## src/sv/sorted_unique_set_store_assert.svh

```systemverilog
// Assertion macros for the sorted set store.
`ifndef SORTED_UNIQUE_SET_STORE_ASSERT_SVH
`define SORTED_UNIQUE_SET_STORE_ASSERT_SVH

`ifndef SYNTH
`define SUSS_ASSERT_CLK(lbl, clk_s, rst_s, prop) \
	lbl: assert property (@(posedge clk_s) disable iff (!rst_s) prop) \
		else $error("sorted set store assertion failed");
`define SUSS_ASSERT(lbl, prop) `SUSS_ASSERT_CLK(lbl, clk, arst_n, prop)
`else
`define SUSS_ASSERT_CLK(lbl, clk_s, rst_s, prop)
`define SUSS_ASSERT(lbl, prop)
`endif

`endif

```

## src/sv/suss_pkg.sv

```systemverilog
`timescale 1ns / 1ps
package suss_pkg;

	localparam int VAL_W       = 32;
	localparam int IDX_W       = 6;
	localparam int MODE_W      = 2;
	localparam int CNT_OUT_W   = 7;
	localparam int IN_TDATA_W  = 40;
	localparam int OUT_TDATA_W = 48;
	localparam int OUT_PAD_W   = OUT_TDATA_W - (1 + VAL_W + CNT_OUT_W + 1 + 1);
	localparam int IN_PAD_W    = IN_TDATA_W - (VAL_W + IDX_W);

	localparam logic [MODE_W-1:0] MODE_INSERT = 2'd0;
	localparam logic [MODE_W-1:0] MODE_LOOKUP = 2'd1;
	localparam logic [MODE_W-1:0] MODE_READ   = 2'd2;
	localparam logic [MODE_W-1:0] MODE_CLEAR  = 2'd3;

	typedef enum logic [2:0] {
		ST_IDLE,
		ST_SRCH,
		ST_CMP,
		ST_SHIFT,
		ST_SHIFT_WR,
		ST_RD_REQ,
		ST_RD_WAIT,
		ST_DONE
	} state_t;

	typedef enum logic [1:0] {
		RA_PTR,
		RA_SPTR,
		RA_IDX
	} rsel_t;

	typedef struct packed {
		logic  load;
		logic  rd_en;
		rsel_t rd_sel;
		logic  ptr_inc;
		logic  sptr_load;
		logic  sptr_dec;
		logic  wr_shift;
		logic  wr_ins;
		logic  cnt_inc;
		logic  cnt_clr;
		logic  set_found;
		logic  set_drop;
		logic  cap_read;
		logic  out_load;
	} cmd_t;

	typedef struct packed {
		logic [MODE_W-1:0] mode;
		logic              ptr_at_cnt;
		logic              rd_lt;
		logic              rd_eq;
		logic              full;
		logic              idx_ok;
		logic              sptr_at_ptr;
		logic              out_free;
	} sts_t;

endpackage

```

## src/sv/suss_ram.sv

```systemverilog
`timescale 1ns / 1ps
module suss_ram #(
	parameter int WIDTH = 32,
	parameter int DEPTH = 64
) (
	input  logic                     clk,
	input  logic                     we,
	input  logic [$clog2(DEPTH)-1:0] waddr,
	input  logic [WIDTH-1:0]         wdata,
	input  logic                     re,
	input  logic [$clog2(DEPTH)-1:0] raddr,
	output logic [WIDTH-1:0]         rdata
);

	logic [WIDTH-1:0] mem [DEPTH];

	always_ff @(posedge clk) begin
		if (we) begin
			mem[waddr] <= wdata;
		end
		if (re) begin
			rdata <= mem[raddr];
		end
	end

endmodule

```

## src/sv/suss_ctrl.sv

```systemverilog
`timescale 1ns / 1ps
module suss_ctrl import suss_pkg::*; (
	input  logic              clk,
	input  logic              arst_n,
	input  logic              s_tvalid,
	input  logic [MODE_W-1:0] s_mode,
	output logic              s_tready,
	input  sts_t              sts,
	output cmd_t              cmd
);

	state_t state_q;
	state_t state_nxt;

	always_ff @(posedge clk or negedge arst_n) begin
		if (!arst_n) begin
			state_q <= ST_IDLE;
		end else begin
			state_q <= state_nxt;
		end
	end

	always_comb begin
		cmd       = '0;
		state_nxt = state_q;
		s_tready  = 1'b0;
		case (state_q)
			ST_IDLE: begin
				s_tready = 1'b1;
				if (s_tvalid) begin
					cmd.load = 1'b1;
					case (s_mode)
						MODE_INSERT, MODE_LOOKUP: state_nxt = ST_SRCH;
						MODE_READ:                state_nxt = ST_RD_REQ;
						MODE_CLEAR: begin
							cmd.cnt_clr = 1'b1;
							state_nxt   = ST_DONE;
						end
						default:                  state_nxt = ST_DONE;
					endcase
				end
			end
			ST_SRCH: begin
				if (sts.ptr_at_cnt) begin
					if (sts.mode == MODE_LOOKUP) begin
						state_nxt = ST_DONE;
					end else if (sts.full) begin
						cmd.set_drop = 1'b1;
						state_nxt    = ST_DONE;
					end else begin
						cmd.sptr_load = 1'b1;
						state_nxt     = ST_SHIFT;
					end
				end else begin
					cmd.rd_en  = 1'b1;
					cmd.rd_sel = RA_PTR;
					state_nxt  = ST_CMP;
				end
			end
			ST_CMP: begin
				if (sts.rd_lt) begin
					cmd.ptr_inc = 1'b1;
					state_nxt   = ST_SRCH;
				end else if (sts.rd_eq) begin
					cmd.set_found = 1'b1;
					state_nxt     = ST_DONE;
				end else if (sts.mode == MODE_LOOKUP) begin
					state_nxt = ST_DONE;
				end else if (sts.full) begin
					cmd.set_drop = 1'b1;
					state_nxt    = ST_DONE;
				end else begin
					cmd.sptr_load = 1'b1;
					state_nxt     = ST_SHIFT;
				end
			end
			ST_SHIFT: begin
				if (sts.sptr_at_ptr) begin
					cmd.wr_ins  = 1'b1;
					cmd.cnt_inc = 1'b1;
					state_nxt   = ST_DONE;
				end else begin
					cmd.rd_en  = 1'b1;
					cmd.rd_sel = RA_SPTR;
					state_nxt  = ST_SHIFT_WR;
				end
			end
			ST_SHIFT_WR: begin
				cmd.wr_shift = 1'b1;
				cmd.sptr_dec = 1'b1;
				state_nxt    = ST_SHIFT;
			end
			ST_RD_REQ: begin
				if (sts.idx_ok) begin
					cmd.rd_en  = 1'b1;
					cmd.rd_sel = RA_IDX;
					state_nxt  = ST_RD_WAIT;
				end else begin
					state_nxt = ST_DONE;
				end
			end
			ST_RD_WAIT: begin
				cmd.cap_read = 1'b1;
				state_nxt    = ST_DONE;
			end
			ST_DONE: begin
				if (sts.out_free) begin
					cmd.out_load = 1'b1;
					state_nxt    = ST_IDLE;
				end
			end
			default: begin
				state_nxt = ST_IDLE;
			end
		endcase
	end

endmodule

```

## src/sv/suss_dp.sv

```systemverilog
`timescale 1ns / 1ps
module suss_dp import suss_pkg::*; #(
	parameter int DEPTH = 64
) (
	input  logic                   clk,
	input  logic                   arst_n,
	input  logic [IN_TDATA_W-1:0]  s_tdata,
	input  logic [MODE_W-1:0]      s_tuser,
	output logic                   m_tvalid,
	input  logic                   m_tready,
	output logic [OUT_TDATA_W-1:0] m_tdata,
	input  cmd_t                   cmd,
	output sts_t                   sts
);

	localparam int AW   = $clog2(DEPTH);
	localparam int CW   = $clog2(DEPTH + 1);
	localparam int CMPW = (CW > IDX_W) ? CW : IDX_W;
	localparam int CXW  = (CW > CNT_OUT_W) ? CW : CNT_OUT_W;

	logic [MODE_W-1:0]      mode_q;
	logic signed [VAL_W-1:0] value_q;
	logic [IDX_W-1:0]       idx_q;
	logic [CW-1:0]          ptr_q;
	logic [CW-1:0]          sptr_q;
	logic [CW-1:0]          cnt_q;
	logic                   found_q;
	logic                   drop_q;
	logic                   rvalid_q;
	logic [VAL_W-1:0]       rval_q;
	logic                   m_tvalid_q;
	logic [OUT_TDATA_W-1:0] m_tdata_q;

	logic [VAL_W-1:0]       rd_data;
	logic [AW-1:0]          raddr;
	logic [AW-1:0]          waddr;
	logic [VAL_W-1:0]       wdata;
	logic [CW-1:0]          sptr_m1;
	logic [CMPW-1:0]        idx_x;
	logic [CMPW-1:0]        cnt_x;
	logic [CXW-1:0]         cnt_o;

	assign sptr_m1 = sptr_q - CW'(1);
	assign idx_x   = CMPW'(idx_q);
	assign cnt_x   = CMPW'(cnt_q);
	assign cnt_o   = CXW'(cnt_q);

	always_comb begin
		case (cmd.rd_sel)
			RA_PTR:  raddr = ptr_q[AW-1:0];
			RA_SPTR: raddr = sptr_m1[AW-1:0];
			RA_IDX:  raddr = idx_x[AW-1:0];
			default: raddr = ptr_q[AW-1:0];
		endcase
	end

	assign waddr = cmd.wr_shift ? sptr_q[AW-1:0] : ptr_q[AW-1:0];
	assign wdata = cmd.wr_shift ? rd_data : value_q;

	suss_ram #(
		.WIDTH (VAL_W),
		.DEPTH (DEPTH)
	) u_ram (
		.clk   (clk),
		.we    (cmd.wr_shift | cmd.wr_ins),
		.waddr (waddr),
		.wdata (wdata),
		.re    (cmd.rd_en),
		.raddr (raddr),
		.rdata (rd_data)
	);

	always_ff @(posedge clk) begin
		if (cmd.load) begin
			mode_q  <= s_tuser;
			value_q <= s_tdata[VAL_W-1:0];
			idx_q   <= s_tdata[VAL_W+IDX_W-1:VAL_W];
		end
		if (cmd.load) begin
			ptr_q <= '0;
		end else if (cmd.ptr_inc) begin
			ptr_q <= ptr_q + CW'(1);
		end
		if (cmd.sptr_load) begin
			sptr_q <= cnt_q;
		end else if (cmd.sptr_dec) begin
			sptr_q <= sptr_m1;
		end
		if (cmd.load) begin
			found_q  <= 1'b0;
			drop_q   <= 1'b0;
			rvalid_q <= 1'b0;
			rval_q   <= '0;
		end else begin
			if (cmd.set_found) begin
				found_q <= 1'b1;
			end
			if (cmd.set_drop) begin
				drop_q <= 1'b1;
			end
			if (cmd.cap_read) begin
				rvalid_q <= 1'b1;
				rval_q   <= rd_data;
			end
		end
		if (cmd.out_load) begin
			m_tdata_q <= {{OUT_PAD_W{1'b0}}, rvalid_q, rval_q, cnt_o[CNT_OUT_W-1:0],
				drop_q, found_q};
		end
	end

	always_ff @(posedge clk or negedge arst_n) begin
		if (!arst_n) begin
			cnt_q      <= '0;
			m_tvalid_q <= 1'b0;
		end else begin
			if (cmd.cnt_clr) begin
				cnt_q <= '0;
			end else if (cmd.cnt_inc) begin
				cnt_q <= cnt_q + CW'(1);
			end
			if (cmd.out_load) begin
				m_tvalid_q <= 1'b1;
			end else if (m_tready) begin
				m_tvalid_q <= 1'b0;
			end
		end
	end

	assign sts.mode        = mode_q;
	assign sts.ptr_at_cnt  = (ptr_q == cnt_q);
	assign sts.rd_lt       = ($signed(rd_data) < value_q);
	assign sts.rd_eq       = ($signed(rd_data) == value_q);
	assign sts.full        = (cnt_q == CW'(DEPTH));
	assign sts.idx_ok      = (idx_x < cnt_x);
	assign sts.sptr_at_ptr = (sptr_q == ptr_q);
	assign sts.out_free    = !m_tvalid_q || m_tready;

	assign m_tvalid = m_tvalid_q;
	assign m_tdata  = m_tdata_q;

endmodule

```

## src/sv/sorted_unique_set_store.sv

```systemverilog
`timescale 1ns / 1ps
// Sorted set of distinct signed 32-bit values, up to DEPTH entries, kept ascending.
// Input stream: s_tuser carries the mode (insert, lookup, read at index, clear);
// s_tdata carries the value and the index. Each request yields exactly one
// result on the output stream: found, full_drop, count, read_value, read_valid.
// Entries live in a single RAM with one write and one registered read port;
// a state machine drives a datapath that scans and shifts through that port.
// Work per request, from the accepting edge to the loading of the result: clear
// goes straight to the result; read checks the index against the count and, when
// it is below, reads that entry; lookup and insert scan upward from entry 0 until
// an entry is not below the value or the count is reached; an insert that stores
// then shifts the entries above it up one place, top entry first, and writes the value.
// The next request is taken in the cycle after the result is loaded.
// After reset the set is empty and no RAM clearing pass is needed.
// A result waits in the output register while m_tready is low; a request that
// has finished its work then holds until the register drains.
module sorted_unique_set_store import suss_pkg::*; #(
	parameter int DEPTH = 64
) (
	input  logic                   clk,
	input  logic                   arst_n,
	input  logic                   s_tvalid,
	output logic                   s_tready,
	input  logic [IN_TDATA_W-1:0]  s_tdata,  // value[31:0], index[37:32], zeros
	input  logic [MODE_W-1:0]      s_tuser,  // mode[1:0]
	output logic                   m_tvalid,
	input  logic                   m_tready,
	output logic [OUT_TDATA_W-1:0] m_tdata   // found, full_drop, count[8:2],
	                                         // read_value[40:9], read_valid[41], zeros
);

`include "sorted_unique_set_store_assert.svh"

	cmd_t cmd;
	sts_t sts;

	suss_ctrl u_ctrl (
		.clk      (clk),
		.arst_n   (arst_n),
		.s_tvalid (s_tvalid),
		.s_mode   (s_tuser),
		.s_tready (s_tready),
		.sts      (sts),
		.cmd      (cmd)
	);

	suss_dp #(
		.DEPTH (DEPTH)
	) u_dp (
		.clk      (clk),
		.arst_n   (arst_n),
		.s_tdata  (s_tdata),
		.s_tuser  (s_tuser),
		.m_tvalid (m_tvalid),
		.m_tready (m_tready),
		.m_tdata  (m_tdata),
		.cmd      (cmd),
		.sts      (sts)
	);

	`SUSS_ASSERT(a_drop_only_when_full, m_tvalid && m_tdata[1] |-> m_tdata[8:2] == 7'(DEPTH))
	`SUSS_ASSERT(a_found_drop_excl, m_tvalid |-> !(m_tdata[0] && m_tdata[1]))
	`SUSS_ASSERT(a_read_no_flags, m_tvalid && m_tdata[41] |-> !m_tdata[0] && !m_tdata[1])
	`SUSS_ASSERT(a_no_write_when_idle, cmd.wr_shift || cmd.wr_ins |-> !s_tready)

endmodule
```

## config.mk

```make
export PLATFORM = sky130hd
export DESIGN_NAME = sorted_unique_set_store
export DESIGN_NICKNAME = d
export VERILOG_FILES = /design/src/sv/suss_pkg.sv /design/src/sv/suss_ram.sv /design/src/sv/suss_ctrl.sv /design/src/sv/suss_dp.sv /design/src/sv/sorted_unique_set_store.sv
export VERILOG_INCLUDE_DIRS = /design/src /design/src/sv
export SDC_FILE = /design/constraint.sdc
export NUM_CORES = 2
export LEC_CHECK = 0
export BUFFER_PORTS_ARGS = -buffer_cell sky130_fd_sc_hd__buf_2
export CAP_MARGIN = 20
export CORE_ASPECT_RATIO = 1.1
export CORE_MARGIN = 8
export CORE_UTILIZATION = 61
export CTS_CLUSTER_DIAMETER = 100
export DETAILED_ROUTE_END_ITERATION = 10
export HOLD_SLACK_MARGIN = 0.05
export PLACE_DENSITY = 0.76
export SYNTH_ARGS = -nofsm -noshare
export SYNTH_HDL_FRONTEND = slang
export SYNTH_SLANG_ARGS = --single-unit
```

## constraint.sdc

```tcl
create_clock -name clk -period 4.9 [get_ports clk]
set_input_delay 0.49 -clock clk [delete_from_list [all_inputs] [get_ports clk]]
set_output_delay 0.49 -clock clk [all_outputs]
set_load 0.01 [all_outputs]
```

==> out/results.tsv <==
metric	value	unit
busiest_layer	met2	
setup_viol	0	
synth_top_area_share	75.8	%
port_buffers	87	
dp.cells	7134	
hold_class	in -> reg	
fin_ws	0.0398	ns
syn_area_per_cell	16.9	sq um
layout_commonest_cell	edfxtp_1	
drc	0	
slowest_delay	0.84	ns
status	completed	
async_reset_ff_share	0.495	%
synth_edf_count	2169	
use_met1	38.2	%
clk_latency	0.84	ns
relSlewSlack	18.9	%
cp.buffers_inverters	6	
final_cells	7557	
hpwl	133	mm
start_util	61.4	%
fp.dieH	410	um
peakVddDrop	0.625	mV
use_met2	46.8	%
viasPerCell	6.66	
max_freq	206	MHz
grt_use_met3	6.76	%
slowest_stage	nor4_1	
syn_to_final_growth	15.8	%
grt-ovfl-total	0	
synth.largest_area_cell	edfxtp_1	
cts_buffers	205	
path_cells	inv_1 > ha_1 > a21o_1 > a21o_1 > a21oi_1 > o31a_1 > nand4_1 > ha_4 > inv_1 > buf_4 > a31o_4 > buf_4 > buf_12 > mux4_2 > o22ai_1 > buf_4 > nor4_1 > and3_1	
grt_max_degree	84	
cp_top_family	simple AND/OR/NAND/NOR gates	
yosys_warnings	0	
postRouteWirelength	231	mm
power_density	680	nW/um^2
drtIter0Drc	7137	
syn_inst	5083	
first_pass_iters	6	
path_common_cell	buf_4	
routedWlPerCell	30.6	um
ys.flop_type	edfxtp_1	
cts_sinks	2222	
final-max-slew-violation-count	0	
layout-drive-gt1-share	21.5	%
yosysSeqAreaShare	77.1	%
leakagePower	32.9	nW
pre_cts_slack	0.0356	ns
r2r_slack	0.04	ns
h-tree-depth	4	
syn_area	85900	sq um
num_io_pins	96	
core	140000	sq um
cp.arrival	5.57	ns
clk_path_buf_depth	3	
synthTopCellsByArea	edfxtp_1 (76%), mux4_2 (7.4%), nand2_1 (4.3%)	
die-area	153000	sq um
post-route-min-period	4.86	ns
ant_nets	0	
cap_violations	0	
ys_ff_latch	2222	
grt_pass1_wl	334	mm
vias	50300	
num_rows	144	
root_buffer	clkbuf_16	
cp-start-kind	flip-flop	
period_share	99.2	%
num-nets-final	5657	
crit_required	5.61	ns
timing.setup.tns	0	ns
gr-usage-all-layers	29.6	%
synth_cell_types	65	
cts_tree	yes	
gp_congestion	0.903	
dieWidth	374	um
crit_fanout	44	
worst_pin_slew	1.21	ns
antenna_found_initial	13	
path_clk_slew	0.06	ns
holdWs	0.360	ns
mostFrequentLayoutCells	edfxtp_1 (2169), nand2_1 (977), nand3_1 (375)	
fin_skew	0.0350	ns
final_hold_viol_count	0	
crit_path_end_kind	flip-flop	
grt_pass1_vias	50200	
critPathKind	reg -> reg	
-- kinds of logic after synthesis --
logic type | Yosys count | synth area share (%)
flops | 2222 | 77.1
simple gates | 1618 | 8.17
compound gates | 460 | 3.72
mux | 357 | 8.27
buf+inv | 353 | 1.84
fa+ha+maj | 43 | 0.626
xor+xnor | 29 | 0.296
other cells | 1 | 0.00436
-- worst reg2reg max path, cell delays in order, from the launching register on --
cell and delay (ns):
dfrtp_1 0.38, inv_1 0.10, ha_1 0.24, a21o_1 0.16
a21o_1 0.17, a21oi_1 0.13, o31a_1 0.19, nand4_1 0.21
ha_4 0.41, inv_1 0.09, buf_4 0.17, a31o_4 0.31
buf_4 0.18, buf_12 0.17, mux4_2 0.46, o22ai_1 0.08
buf_4 0.17, nor4_1 0.84, and3_1 0.27
-- per-layer routing --
layer  routed length [um]  vias to the layer above
met4                15100                        4
met3                26800                      621
li1                     -                    20800
met5                   27                        -
met2               109000                     3497
met1                79900                    25400
-- power breakdown --
part | internal [mW] | switching (mW) | leakage (nW) | total, mW
clock network | 8.52 | 6.89 | 3.12 | 15.4
registers | 23.8 | 0.506 | 20.0 | 24.3
logic | 10.7 | 17.2 | 9.71 | 27.9
-- worst paths after layout --
check,from,endpoint,cells after the start
max in group asynchronous,arst_n,u_ctrl.state_q[1]$_DFFE_PN0P_,3
hold / removal,s_tdata[5],u_dp.value_q[5]$_DFFE_PP_,2
setup reg to reg,u_dp.cnt_o[1]$_DFFE_PN0P_,u_dp.u_ram.rdata[4]$_DFFE_PP_,18
setup / recovery,u_dp.cnt_o[1]$_DFFE_PN0P_,u_dp.u_ram.rdata[4]$_DFFE_PP_,18
hold reg to reg,u_dp.rval_q[19]$_SDFFE_PP0P_,u_dp.m_tdata[28]$_DFFE_PP_,0
min in group asynchronous,arst_n,u_dp.cnt_o[0]$_DFFE_PN0P_,3
-- sequential cells by signal, indices dropped and copies added (netlist names) --
register and count:
u_ctrl.state_q 3, u_dp.cnt_o 7, u_dp.drop_q 1, u_dp.found_q 1, u_dp.idx_q 6, u_dp.m_tdata 42
u_dp.m_tvalid 1, u_dp.mode_q 2, u_dp.ptr_q 7, u_dp.rval_q 32, u_dp.rvalid_q 1, u_dp.sptr_q 7
u_dp.u_ram.mem 2048, u_dp.u_ram.rdata 32, u_dp.value_q 32
-- layout make-up --
| cell class | count | area, sq um |
|---|---|---|
| clock buffers | 262 | 5440 |
| diodes | 2 | 5.00 |
| clock inverters | 107 | 953 |
| repair buffers | 575 | 5170 |
| inverters | 51 | 191 |
| multi-input cells | 2513 | 19200 |
| well taps | 1825 | 2280 |
| fillers | 7973 | 40500 |
| flip-flops and latches | 2222 | 66200 |
-- cell usage after synthesis (42+ instances only) --
library cell	count
clkbuf_1	143
and3_1	75
a21oi_1	50
o21ai_0	48
edfxtp_1	2169
o22ai_1	126
nand2_1	977
ha_1	43
mux2i_1	73
dfxtp_1	42
nor2_1	96
a32oi_1	95
mux4_2	282
inv_1	51
nand3_1	375
buf_2	124
-- per-stage QoR --
step | power, mW | instance area (sq um) | util [%]
2_1_floorplan | 40.1 | 86000 | -
3_3_place_gp | 50.8 | 92400 | 66.0
3_5_place_dp | 51.5 | 92500 | 66.1
4_1_cts | 67.0 | 99300 | 70.9
5_1_grt | 69.9 | 99500 | 71.1
6_report | 67.7 | 99500 | 71.1
-- repair_timing --
action                                  in CTS  in global routing
hold endpoints to repair                    55                  0
endpoints found under the setup margin       2                 32
resized for setup                            2                 12
hold buffers                                44                  0
setup buffers                                0                  5
Power figures use the tool's default switching activity.
